$ cat src/rtl/rrp_pkg.sv
// Shared types and constants for the row record parser.
// Depends on nothing; every other file in rtl imports it.
package rrp_pkg;

	localparam int MAX_COLUMNS = 64;

	localparam logic [7:0] TAG_INTEGER = 8'd1;
	localparam logic [7:0] TAG_TEXT    = 8'd2;

	localparam logic [7:0] CFG_COLUMN_COUNT = 8'd0;
	localparam logic [7:0] CFG_TEXT_MASK    = 8'd1;

	localparam int RES_FIFO_DEPTH = 4;
	localparam int RES_PTR_W      = 2;
	localparam int RES_CNT_W      = 3;

	typedef enum logic [2:0] {
		PH_HEADER = 3'd0,
		PH_TAG    = 3'd1,
		PH_INT    = 3'd2,
		PH_TLEN   = 3'd3,
		PH_TEXT   = 3'd4,
		PH_DONE   = 3'd5
	} rrp_phase_t;

	typedef enum logic [1:0] {
		KIND_INT        = 2'd0,
		KIND_TEXT_START = 2'd1,
		KIND_TEXT_BYTE  = 2'd2,
		KIND_ROW_END    = 2'd3
	} rrp_kind_t;

	typedef enum logic [1:0] {
		ST_OK     = 2'd0,
		ST_TRUNC  = 2'd1,
		ST_SCHEMA = 2'd2,
		ST_TRAIL  = 2'd3
	} rrp_status_t;

	typedef struct packed {
		logic [7:0] payload_byte;
		logic       final_byte;
	} rrp_in_t;

	typedef struct packed {
		rrp_kind_t          result_kind;
		logic [5:0]         column_index;
		logic signed [63:0] payload_value;
		rrp_status_t        row_status;
		logic               run_last;
	} rrp_out_t;

	typedef struct packed {
		logic first_valid;
		logic second_valid;
	} rrp_push_t;

endpackage

$ cat src/rtl/rrp_parser.sv
// Row parse state machine and schema registers.
// Turns one accepted byte into up to two results in the same cycle.
// Depends on rrp_pkg.
module rrp_parser (
	input  logic              clk,
	input  logic              arst_n,
	input  logic              cfg_fire,
	input  logic [7:0]        cfg_index,
	input  logic [63:0]       cfg_data,
	input  logic              in_fire,
	input  rrp_pkg::rrp_in_t  in_data,
	output rrp_pkg::rrp_push_t push,
	output rrp_pkg::rrp_out_t first_res,
	output rrp_pkg::rrp_out_t second_res
);
	import rrp_pkg::*;

	logic [6:0]  schema_count_q;
	logic [63:0] schema_mask_q;

	rrp_phase_t  phase_q, phase_d;
	logic [3:0]  fbc_q, fbc_d;
	logic [6:0]  col_q, col_d;
	logic [63:0] asm_q, asm_d;
	logic [31:0] trem_q, trem_d;
	rrp_status_t err_q, err_d;
	logic        disc_q, disc_d;

	logic        data_valid;
	rrp_kind_t   data_kind;
	logic [63:0] data_value;
	rrp_status_t end_status;
	logic [6:0]  col_inc;
	logic        want_text;
	logic [31:0] trem_dec;
	logic [7:0]  b;

	always_ff @(posedge clk or negedge arst_n) begin
		if (!arst_n) begin
			schema_count_q <= '0;
			schema_mask_q  <= '0;
		end else if (cfg_fire) begin
			if (cfg_index == CFG_COLUMN_COUNT) begin
				schema_count_q <= cfg_data[6:0];
			end else if (cfg_index == CFG_TEXT_MASK) begin
				schema_mask_q <= cfg_data;
			end
		end
	end

	always_ff @(posedge clk or negedge arst_n) begin
		if (!arst_n) begin
			phase_q <= PH_HEADER;
			fbc_q   <= '0;
			col_q   <= '0;
			trem_q  <= '0;
			err_q   <= ST_OK;
			disc_q  <= 1'b0;
		end else if (in_fire) begin
			phase_q <= phase_d;
			fbc_q   <= fbc_d;
			col_q   <= col_d;
			trem_q  <= trem_d;
			err_q   <= err_d;
			disc_q  <= disc_d;
		end
	end

	always_ff @(posedge clk) begin
		if (in_fire) begin
			asm_q <= asm_d;
		end
	end

	always_comb begin
		b          = in_data.payload_byte;
		phase_d    = phase_q;
		fbc_d      = fbc_q;
		col_d      = col_q;
		asm_d      = asm_q;
		trem_d     = trem_q;
		err_d      = err_q;
		disc_d     = disc_q;
		data_valid = 1'b0;
		data_kind  = KIND_INT;
		data_value = '0;
		col_inc    = col_q + 7'd1;
		want_text  = schema_mask_q[col_q[5:0]];
		trem_dec   = trem_q - 32'd1;
		end_status = ST_OK;

		if (!disc_q) begin
			unique case (phase_q)
				PH_HEADER: begin
					if (fbc_q[0]) begin
						fbc_d = '0;
						if (schema_count_q > 7'(MAX_COLUMNS) ||
						    {b, asm_q[7:0]} != {9'd0, schema_count_q}) begin
							err_d  = ST_SCHEMA;
							disc_d = 1'b1;
						end else begin
							col_d   = '0;
							phase_d = (schema_count_q == 7'd0) ? PH_DONE : PH_TAG;
						end
					end else begin
						asm_d[7:0] = b;
						fbc_d      = 4'd1;
					end
				end
				PH_TAG: begin
					if (b != (want_text ? TAG_TEXT : TAG_INTEGER)) begin
						err_d  = ST_SCHEMA;
						disc_d = 1'b1;
					end else begin
						phase_d = want_text ? PH_TLEN : PH_INT;
						fbc_d   = '0;
					end
				end
				PH_INT: begin
					asm_d[8*fbc_q[2:0] +: 8] = b;
					fbc_d = fbc_q + 4'd1;
					if (fbc_q[2:0] == 3'd7) begin
						data_valid = 1'b1;
						data_kind  = KIND_INT;
						data_value = {b, asm_q[55:0]};
						fbc_d      = '0;
						col_d      = col_inc;
						phase_d    = ({1'b0, col_inc} >= {1'b0, schema_count_q}) ?
							PH_DONE : PH_TAG;
					end
				end
				PH_TLEN: begin
					asm_d[8*fbc_q[1:0] +: 8] = b;
					fbc_d = fbc_q + 4'd1;
					if (fbc_q[1:0] == 2'd3) begin
						data_valid = 1'b1;
						data_kind  = KIND_TEXT_START;
						data_value = {32'd0, b, asm_q[23:0]};
						trem_d     = {b, asm_q[23:0]};
						fbc_d      = '0;
						if ({b, asm_q[23:0]} == 32'd0) begin
							col_d   = col_inc;
							phase_d = (col_inc >= schema_count_q) ? PH_DONE : PH_TAG;
						end else begin
							phase_d = PH_TEXT;
						end
					end
				end
				PH_TEXT: begin
					data_valid = 1'b1;
					data_kind  = KIND_TEXT_BYTE;
					data_value = {56'd0, b};
					trem_d     = trem_dec;
					if (trem_dec == 32'd0) begin
						col_d   = col_inc;
						phase_d = (col_inc >= schema_count_q) ? PH_DONE : PH_TAG;
					end
				end
				default: begin
					err_d  = ST_TRAIL;
					disc_d = 1'b1;
				end
			endcase
		end

		if (disc_d) begin
			end_status = err_d;
		end else if (phase_d == PH_DONE) begin
			end_status = ST_OK;
		end else begin
			end_status = ST_TRUNC;
		end

		if (in_data.final_byte) begin
			phase_d = PH_HEADER;
			fbc_d   = '0;
			col_d   = '0;
			trem_d  = '0;
			err_d   = ST_OK;
			disc_d  = 1'b0;
		end
	end

	rrp_out_t data_res, end_res;

	always_comb begin
		data_res.result_kind   = data_kind;
		data_res.column_index  = col_q[5:0];
		data_res.payload_value = data_value;
		data_res.row_status    = ST_OK;
		data_res.run_last      = !in_data.final_byte;

		end_res.result_kind   = KIND_ROW_END;
		end_res.column_index  = '0;
		end_res.payload_value = '0;
		end_res.row_status    = end_status;
		end_res.run_last      = 1'b1;

		push.first_valid  = in_fire && (data_valid || in_data.final_byte);
		push.second_valid = in_fire && data_valid && in_data.final_byte;
		first_res         = data_valid ? data_res : end_res;
		second_res        = end_res;
	end

endmodule

$ cat src/rtl/rrp_result_fifo.sv
// Result queue: takes up to two results a cycle, hands out one.
// Depends on rrp_pkg.
module rrp_result_fifo (
	input  logic               clk,
	input  logic               arst_n,
	input  rrp_pkg::rrp_push_t push,
	input  rrp_pkg::rrp_out_t  first_res,
	input  rrp_pkg::rrp_out_t  second_res,
	output logic               room,
	output logic               out_valid,
	input  logic               out_ready,
	output rrp_pkg::rrp_out_t  out_data
);
	import rrp_pkg::*;

	rrp_out_t               mem_q [RES_FIFO_DEPTH];
	logic [RES_PTR_W-1:0]   wr_q, rd_q;
	logic [RES_CNT_W-1:0]   cnt_q;
	logic                   pop;
	logic [RES_PTR_W-1:0]   wr_next;

	assign pop       = out_valid && out_ready;
	assign out_valid = cnt_q != '0;
	assign out_data  = mem_q[rd_q];
	assign room      = cnt_q <= RES_CNT_W'(RES_FIFO_DEPTH - 2);
	assign wr_next   = wr_q + RES_PTR_W'(1);

	always_ff @(posedge clk) begin
		if (push.first_valid) begin
			mem_q[wr_q] <= first_res;
		end
		if (push.second_valid) begin
			mem_q[wr_next] <= second_res;
		end
	end

	always_ff @(posedge clk or negedge arst_n) begin
		if (!arst_n) begin
			wr_q  <= '0;
			rd_q  <= '0;
			cnt_q <= '0;
		end else begin
			wr_q  <= wr_q + RES_PTR_W'(push.first_valid) + RES_PTR_W'(push.second_valid);
			rd_q  <= rd_q + RES_PTR_W'(pop);
			cnt_q <= cnt_q + RES_CNT_W'(push.first_valid) + RES_CNT_W'(push.second_valid)
				- RES_CNT_W'(pop);
		end
	end

endmodule

$ cat src/rtl/row_record_parser_top.sv
// A result enters the registered result queue when its byte is accepted and is offered once earlier results are taken.
// Throughput: one byte per cycle while results are taken; a byte that yields
// two results (a value and the row end) hands them out one after the other.
// Input ready is set by free space for two entries in the 4-entry result queue.
// Reset clears parse state, schema registers and the queue; no clearing pass.
// Depends on rrp_pkg, rrp_parser, rrp_result_fifo.
module row_record_parser_top (
	input  logic              clk,
	input  logic              arst_n,
	input  logic              cfg_valid,
	output logic              cfg_ready,
	input  logic [7:0]        cfg_index,
	input  logic [63:0]       cfg_data,
	input  logic              in_valid,
	output logic              in_ready,
	input  rrp_pkg::rrp_in_t  in_data,
	output logic              out_valid,
	input  logic              out_ready,
	output rrp_pkg::rrp_out_t out_data
);
	import rrp_pkg::*;

	rrp_push_t push;
	rrp_out_t  first_res, second_res;
	logic      room;

	assign cfg_ready = 1'b1;
	assign in_ready  = room;

	rrp_parser u_parser (
		.clk        (clk),
		.arst_n     (arst_n),
		.cfg_fire   (cfg_valid && cfg_ready),
		.cfg_index  (cfg_index),
		.cfg_data   (cfg_data),
		.in_fire    (in_valid && in_ready),
		.in_data    (in_data),
		.push       (push),
		.first_res  (first_res),
		.second_res (second_res)
	);

	rrp_result_fifo u_fifo (
		.clk        (clk),
		.arst_n     (arst_n),
		.push       (push),
		.first_res  (first_res),
		.second_res (second_res),
		.room       (room),
		.out_valid  (out_valid),
		.out_ready  (out_ready),
		.out_data   (out_data)
	);

endmodule

$ cat config.mk
export PLATFORM = sky130hd
export DESIGN_NAME = row_record_parser_top
export DESIGN_NICKNAME = d
export VERILOG_FILES = /design/src/rtl/rrp_pkg.sv /design/src/rtl/rrp_parser.sv /design/src/rtl/rrp_result_fifo.sv /design/src/rtl/row_record_parser_top.sv
export SDC_FILE = /design/constraint.sdc
export NUM_CORES = 1
export LEC_CHECK = 0
export ABC_AREA = 1
export BUFFER_PORTS_ARGS = -buffer_cell sky130_fd_sc_hd__buf_4
export CAP_MARGIN = 10
export CELL_PAD_IN_SITES_DETAIL_PLACEMENT = 0
export CELL_PAD_IN_SITES_GLOBAL_PLACEMENT = 1
export CORE_AREA = 2 2 322 196
export CTS_CLUSTER_SIZE = 28
export DETAILED_ROUTE_END_ITERATION = 7
export DIE_AREA = 0 0 324 198
export PLACE_DENSITY = 0.78
export SLEW_MARGIN = 10
export SYNTH_ARGS = -nofsm -noshare
export SYNTH_HDL_FRONTEND = slang
export SYNTH_HIERARCHICAL = 1
export SYNTH_SLANG_ARGS = --single-unit
$ cat constraint.sdc
create_clock -name clk -period 5.3 [get_ports clk]
set_input_delay 0.53 -clock clk [delete_from_list [all_inputs] [get_ports clk]]
set_output_delay 0.53 -clock clk [all_outputs]
set_load 0.01 [all_outputs]
==> impl_metrics.sql, run 1 <==
INSERT INTO impl_metrics (metric_group, metric, value, unit) VALUES
('status', 'outcome', 'complete, no violations', ''),
('run', 'drv_cap', '0', ''),
('clocking', 'cts_max_path_buffers', '3', ''),
('power', 'power.static_leakage', '14.9', 'nW'),
('timing', 'fin_worst_skew', '16.7', 'ps'),
('synth', 'syn_area', '28500', 'µm²'),
('power', 'power.clock.fraction', '0.242', ''),
('clocking', 'cts_resized', '0', ''),
('synth', 'yosysWarnings', '6', ''),
('clocking', 'htreeDepth', '2', ''),
('layout', 'sequential_cell_area', '13900', 'µm²'),
('route', 'via_count', '24500', ''),
('route', 'route.met3.wl', '7720', 'µm'),
('clocking', 'cts_root_buf', 'clkbuf_16', ''),
('place', 'place_congestion', '0.905', ''),
('layout', 'syn_to_final_growth', '10.8', '%'),
('clocking', 'ctsHoldBuffers', '1', ''),
('route', 'wl_per_cell', '19.5', 'µm'),
('floorplan', 'core_region_area', '61700', 'µm²'),
('worst_setup_path', 'setup_crit_end_kind', 'register', ''),
('route', 'routed_wl', '89300', 'µm'),
('global_routing', 'grt_pass1_vias', '23800', ''),
('timing', 'finalSetupViolCount', '0', ''),
('power', 'vdd.ir_drop.worst', '351', 'µV'),
('power', 'power.switching', '6.05', 'mW'),
('clocking', 'clock_sinks', '482', ''),
('power', 'power_per_cell_area', '446', 'nW/µm²'),
('synth', 'netlist_instances', '3643', ''),
('route', 'dr.first_iter.drc_count', '2390', ''),
('worst_setup_path', 'timing.critical_path.from_type', 'register', ''),
('route', 'antenna_left', '0', ''),
('layout', 'numnets_final', '3813', ''),
('timing', 'slew_violations', '0', ''),
('floorplan', 'die-height', '198', 'µm'),
('synth', 'netlist-cell-type-count', '51', ''),
('worst_setup_path', 'cp_data_required_time', '5570', 'ps'),
('worst_setup_path', 'worstPathArrival', '4850', 'ps'),
('power', 'netSwitchingFraction', '0.429', ''),
('synth', 'synthesis.area_per_instance', '7.83', 'µm²'),
('layout', 'post_route_cells_drive_above_1_share', '0.113', ''),
('global_routing', 'grt_pass1_wl', '139000', 'µm'),
('route', 'wire_length_on_met1', '41300', 'µm'),
('timing', 'final_min_period_over_clock_period', '0.865', ''),
('layout', 'insertedDiodeCount', '0', ''),
('synth', 'postSynthRegisterBits', '482', ''),
('worst_setup_path', 'critPathMaxFanout', '43', ''),
('global_routing', 'pin_count_of_the_biggest_net_entering_global_routing', '104', ''),
('layout', 'most_common_cell_after_layout_fill_and_taps_aside', 'nand2_1', ''),
('timing', 'unrepaired_setup_endpoints_after_global_routing', 'no', ''),
('place', 'portBuffers', '162', ''),
('timing', 'relSlewSlack', '0.198', ''),
('power', 'pwr-share-comb', '0.417', ''),
('timing', 'final.min_clock_period', '4590', 'ps'),
('synth', 'synth-edff-count', '356', ''),
('global_routing', 'grt_antenna_before_repair', '1', ''),
('timing', 'final_hold_vios', '0', ''),
('floorplan', 'die-area', '64200', 'µm²'),
('clocking', 'postCtsSetupBuffers', '0', ''),
('clocking', 'clk_pin_slew_worst_paths', '70', 'ps'),
('worst_setup_path', 'setup.worst_path.class', 'register to register', ''),
('route', 'post-route-drc-count', '0', ''),
('power', 'p_int', '8.07', 'mW'),
('timing', 'final_layout_worst_hold_slack', '158', 'ps'),
('min_path', 'min-delay-path-class', 'primary input to register', ''),
('clocking', 'number_of_buffers_added_by_the_clock_tree_synthesis_step', '49', ''),
('synth', 'ys_async_sr_fraction', '0.261', ''),
('global_routing', 'grt_overflow_total', '0', ''),
('route', 'top_layer_used', 'met4', ''),
('floorplan', 'io_pins', '164', ''),
('synth', 'part_of_the_yosys_area_used_for_sequential_elements', '0.485', ''),
('clocking', 'worstSkewPairLatency', '610', 'ps');
==> worst paths after layout <==
check,startpoint,cells after the start,slack [ps],to
worst min register to register,u_parser/err_q[0]$_DFFE_PN0P_,2,480,u_parser/err_q[0]$_DFFE_PN0P_
worst min-delay path,cfg_data[28],2,160,u_parser/schema_mask_q[28]$_DFFE_PN0P_
worst max-delay path,u_parser/fbc_q[0]$_DFFE_PN0P_,13,710,u_fifo/mem_q[2][55]$_DFFE_PP_
max in group asynchronous,arst_n,3,3720,u_parser/trem_q[30]$_DFFE_PN0P_
min in group asynchronous,arst_n,2,360,u_parser/col_q[0]$_DFFE_PN0P_
worst max register to register,u_parser/fbc_q[0]$_DFFE_PN0P_,13,710,u_fifo/mem_q[2][55]$_DFFE_PP_
==> Yosys cell counts (all sizes together), types with 12 or more instances <==
| cell type | number | area, µm² |
|---|---|---|
| nor2 | 207 | 945 |
| o22ai | 25 | 156 |
| nand3 | 326 | 1650 |
| buf | 188 | 1160 |
| o21ai | 165 | 856 |
| a21oi | 51 | 267 |
| xor2 | 16 | 155 |
| clkbuf | 88 | 330 |
| nor3 | 29 | 161 |
| nor4 | 12 | 75.1 |
| edfxtp | 356 | 10700 |
| mux2 | 57 | 642 |
| nand2 | 1217 | 4620 |
| clkinv | 12 | 45.0 |
| ha | 21 | 263 |
| dfrtp | 126 | 3150 |
| nand4 | 172 | 1080 |
| inv | 549 | 2060 |
==> stage by stage <==
stage | std cells | worst slack, ps | cell area [µm²] | power (mW) | utilization
4_1_cts | 4581 | 843 | 31600 | 14.1 | 0.512
5_1_grt | 4581 | 483 | 31600 | 14.9 | 0.512
3_5_place_dp | 4490 | 859 | 30100 | 10.7 | 0.487
6_report | 4581 | 715 | 31600 | 14.1 | 0.512
2_1_floorplan | 3714 | 586 | 28800 | 8.41 | -
3_3_place_gp | 4490 | 949 | 30100 | 10.6 | 0.487
==> logic make-up (layout without fill, tap and decap cells) <==
family	after synthesis	count (layout)	synth area share
xor gates and xnor gates	20	20	0.00667
and+or+nand+nor	1969	1969	0.300
DFF	482	482	0.485
AOI/OAI and AO/OA	251	251	0.0477
muxes	57	57	0.0225
adders and majority gates	24	24	0.0113
other	3	74	0.000395
buffers and inverters	837	865	0.126
==> power groups by stage <==
stage / Combinational [mW] / Sequential, mW / Clock (mW)
global route: 6.44 / 4.86 / 3.63
global placement: 5.77 / 4.88 / 0
detailed placement: 5.82 / 4.89 / 0
CTS: 5.84 / 4.81 / 3.47
finish: 5.88 / 4.82 / 3.42
floorplan: 3.70 / 4.72 / 0
==> sequential cells by signal (all words and copies together) (netlist names) <==
| register | cells |
|---|---|
| u_fifo/mem_q | 300 |
| u_parser/schema_count_q | 7 |
| u_fifo/rd_q | 2 |
| u_parser/schema_mask_q | 64 |
| u_fifo/wr_q | 2 |
| u_parser/col_q | 7 |
| u_parser/trem_q | 32 |
| u_parser/asm_q | 56 |
| u_fifo/cnt_q | 3 |
| u_parser/err_q | 2 |
| u_parser/disc_q | 1 |
| u_parser/phase_q | 3 |
| u_parser/fbc_q | 3 |
==> final cells by class <==
cell class | instances | share of cell area
clock buffers | 62 | 0.0420
well taps | 839 | 0.0332
inverters | 561 | 0.0668
multi-input cells | 2395 | 0.361
repair buffers | 214 | 0.0529
clock inverters | 28 | 0.00594
flip-flops and latches | 482 | 0.438
==> metal layers <==
metal / up-vias / global-route usage
met5: - / 0
met4: 0 / 0.0681
met3: 119 / 0.0392
met2: 1067 / 0.428
met1: 11600 / 0.425
li1: 11700 / -
==> worst max-delay path: stages (launching register included) <==
cell,delay (ps)
dfrtp_1,940
ha_1,400
inv_1,100
nor2_2,300
nor2_1,120
nand2_1,110
nand2_1,200
inv_1,200
nand2_1,160
nor2_4,150
buf_4,420
nand3_2,170
nand2_4,530
buf_12,380
No activity file was read; power rests on OpenSTA's default activity.
==> inputs of run 2 (changes only) <==
BUFFER_PORTS_ARGS = -buffer_cell sky130_fd_sc_hd__buf_2   (was -buffer_cell sky130_fd_sc_hd__buf_4)
clock period = 4.49 ns   (was 5.3 ns; I/O delays follow)
==> run 2 against run 1 <==
Compared with the run above:
- clock-buffer cell count down 2
- power up 17%
- first-iteration DRC count up 1.1%
- global-route usage shrank 0.89 points
- setup slack got worse by 330 ps
- via count down 2.2%
- cell count about the same
- utilization shrank 0.39 points
- critical endpoint is now u_fifo/mem_q[1][55]$_DFFE_PP_
- largest cell class unchanged
- largest power group unchanged
==> impl_metrics.sql, run 2 (same netlist as run 1, synthesis figures left out) <==
INSERT INTO impl_metrics (metric_group, metric, value, unit) VALUES
('timing', 'final_hold_vios', '0', ''),
('worst_setup_path', 'critical_path_buf_inv_count', '5', ''),
('route', 'wl_per_cell', '18.8', 'µm'),
('timing', 'max_freq', '0.243', 'GHz'),
('global_routing', 'pin_count_of_the_biggest_net_entering_global_routing', '127', ''),
('worst_setup_path', 'cp-startpoint', 'u_parser/phase_q[2]$_DFFE_PN0P_', ''),
('layout', 'finalInstanceArea', '31400', 'µm²'),
('clocking', 'postCtsSetupBuffers', '0', ''),
('worst_setup_path', 'critical_path.reg2reg.endpoint', 'u_fifo/mem_q[1][55]$_DFFE_PP_', ''),
('timing', 'final_layout_worst_hold_slack', '78.8', 'ps'),
('worst_setup_path', 'cp_depth', '15', ''),
('global_routing', 'grt_pass1_wl', '135000', 'µm'),
('route', 'post-route-drc-count', '0', ''),
('layout', 'flip_flop_count_of_the_largest_register_all_copies_and_words_added', '300', ''),
('power', 'totalPowerFinal', '16.6', 'mW'),
('worst_setup_path', 'worst_r2r_startpoint', 'u_parser/phase_q[2]$_DFFE_PN0P_', ''),
('layout', 'syn_to_final_growth', '9.97', '%'),
('floorplan', 'die-width', '324', 'µm'),
('power', 'p_int', '9.48', 'mW'),
('timing', 'final_min_period_over_clock_period', '0.915', ''),
('worst_setup_path', 'cp_top_family', 'simple AND/OR/NAND/NOR gates', ''),
('layout', 'top_register_by_number_of_flip_flops', 'u_fifo/mem_q', ''),
('timing', 'unrepaired_setup_endpoints_after_global_routing', 'no', ''),
('timing', 'final.min_clock_period', '4110', 'ps'),
('clocking', 'ctsHoldBuffers', '1', ''),
('route', 'routed_wl', '86400', 'µm'),
('layout', 'numnets_final', '3813', ''),
('power', 'vdd.ir_drop.worst', '372', 'µV'),
('power', 'power_per_cell_area', '528', 'nW/µm²'),
('global_routing', 'track_usage', '0.273', ''),
('place', 'placed_area', '29700', 'µm²'),
('worst_setup_path', 'worst-r2r-setup-slack', '380', 'ps'),
('layout', 'most-common-layout-cells', 'nand2_1, inv_1, edfxtp_1, nand3_1, nor2_1', ''),
('clocking', 'clock_sinks', '482', ''),
('worst_setup_path', 'setup_crit_end_kind', 'register', ''),
('min_path', 'min-delay-path-class', 'primary input to register', ''),
('place', 'portBuffers', '162', ''),
('place', 'post-dp-hpwl', '52900', 'µm'),
('timing', 'relSlewSlack', '0.146', ''),
('floorplan', 'num_rows', '71', ''),
('clocking', 'cts_root_buf', 'clkbuf_16', ''),
('route', 'via_count', '24000', ''),
('global_routing', 'grt_pass1_vias', '22600', ''),
('worst_setup_path', 'crit_path_cell_trace', 'nor2_2 > inv_2 > nor2_4 > inv_2 > nor2_2 > nor2_1 > nand2_1 > nand2_1 > inv_1 > nand2_1 > nor2_4 > buf_4 > nand2_2 > nand2_4 > buf_4', ''),
('timing', 'slew_violations', '0', ''),
('floorplan', 'die-height', '198', 'µm'),
('clocking', 'worstSkewPairLatency', '620', 'ps'),
('clocking', 'htreeDepth', '2', ''),
('power', 'proportion_of_power_drawn_by_flip_flops_and_latches', '0.352', ''),
('timing', 'slew_at_the_pin_closest_to_its_max_slew_limit', '1280', 'ps'),
('timing', 'tns', '0', 'ps'),
('route', 'drt-pass1-iter-count', '5', ''),
('status', 'outcome', 'complete, no violations', ''),
('run', 'drv_cap', '0', ''),
('floorplan', 'die-area', '64200', 'µm²'),
('power', 'power.static_leakage', '14.8', 'nW'),
('power', 'power.switching', '7.09', 'mW'),
('timing', 'fin_worst_skew', '23.2', 'ps'),
('floorplan', 'io_pins', '164', ''),
('layout', 'post_route_cells_drive_above_1_share', '0.116', ''),
('floorplan', 'starting_density_of_the_core', '0.462', ''),
('min_path', 'hold_path.startpoint', 'cfg_data[36]', ''),
('place', 'place_congestion', '0.917', ''),
('worst_setup_path', 'max_stage_delay', '540', 'ps'),
('power', 'power.clock.fraction', '0.262', ''),
('worst_setup_path', 'capture_point_of_the_worst_path', 'u_fifo/mem_q[1][55]$_DFFE_PP_', ''),
('clocking', 'cts_resized', '0', ''),
('worst_setup_path', 'timing.critical_path.from_type', 'register', ''),
('worst_setup_path', 'cp_data_required_time', '4750', 'ps'),
('worst_setup_path', 'worst_path_max_delay_cell', 'nand2_4', ''),
('global_routing', 'grt_antenna_before_repair', '0', ''),
('global_routing', 'grt_overflow_total', '0', ''),
('place', 'place_ws', '466', 'ps'),
('route', 'vias_per_cell', '5.23', ''),
('clocking', 'clk_pin_slew_worst_paths', '70', 'ps'),
('timing', 'fin_ws', '381', 'ps'),
('floorplan', 'core_region_area', '61700', 'µm²'),
('clocking', 'cts_tree', 'done', ''),
('worst_setup_path', 'critPathMaxFanout', '37', ''),
('power', 'netSwitchingFraction', '0.428', ''),
('route', 'dr.first_iter.drc_count', '2417', ''),
('worst_setup_path', 'r2r.worst_path.cells', '15', ''),
('clocking', 'cts_max_path_buffers', '3', ''),
('layout', 'most_common_cell_after_layout_fill_and_taps_aside', 'nand2_1', ''),
('layout', 'layout_top_registers', 'u_fifo/mem_q (300), u_parser/schema_mask_q (64), u_parser/asm_q (56)', ''),
('worst_setup_path', 'worstPathArrival', '4370', 'ps'),
('worst_setup_path', 'setup.worst_path.class', 'register to register', ''),
('timing', 'finalSetupViolCount', '0', ''),
('route', 'antenna_left', '0', ''),
('worst_setup_path', 'critPathMostFrequentCell', 'nand2_1', ''),
('clocking', 'number_of_buffers_added_by_the_clock_tree_synthesis_step', '50', ''),
('power', 'pwr-share-comb', '0.386', '');
-- run 2: power by group through the flow --
stage               Combinational (mW)  Clock [mW]  Sequential, mW
detailed placement                6.35           0            5.91
global placement                  6.36           0            5.91
global route                      7.07        4.59            5.89
finish                            6.40        4.34            5.84
floorplan                         4.36           0            5.56
CTS                               6.36        4.42            5.82
-- run 2: worst min path at each step --
stage	end	slack (ps)	cells past startpoint
2_1_floorplan	u_fifo/cnt_q[0]$_DFF_PN0_	150	0
3_3_place_gp	u_parser/schema_mask_q[2]$_DFFE_PN0P_	470	2
3_5_place_dp	u_parser/err_q[0]$_DFFE_PN0P_	480	2
4_1_cts	u_parser/schema_mask_q[55]$_DFFE_PN0P_	50	2
5_1_grt	u_parser/schema_mask_q[37]$_DFFE_PN0P_	60	2
6_report	u_parser/schema_mask_q[36]$_DFFE_PN0P_	80	2
-- run 2: stage by stage --
stage | cells | util
final | 4585 | 0.508
after global routing | 4584 | 0.508
after CTS | 4584 | 0.508
after detailed placement | 4489 | 0.481
after global placement | 4489 | 0.481
after floorplan | 3714 | -
-- run 2: metal layers --
metal	track usage	part of all wire
met1	0.410	0.47
met4	0.0629	0.021
met5	0	0
met3	0.0588	0.089
met2	0.402	0.42
-- run 2: cell type report --
| cell class | count | area [µm²] |
|---|---|---|
| Fill cell | 6025 | 30400 |
| Sequential cell | 482 | 13900 |
| Multi-Input combinational cell | 2395 | 11400 |
| Inverter | 561 | 2110 |
| Clock buffer | 60 | 1320 |
| Timing Repair Buffer | 213 | 1250 |
| Tap cell | 839 | 1050 |
| Clock inverter | 34 | 353 |
| Antenna cell | 1 | 2.50 |
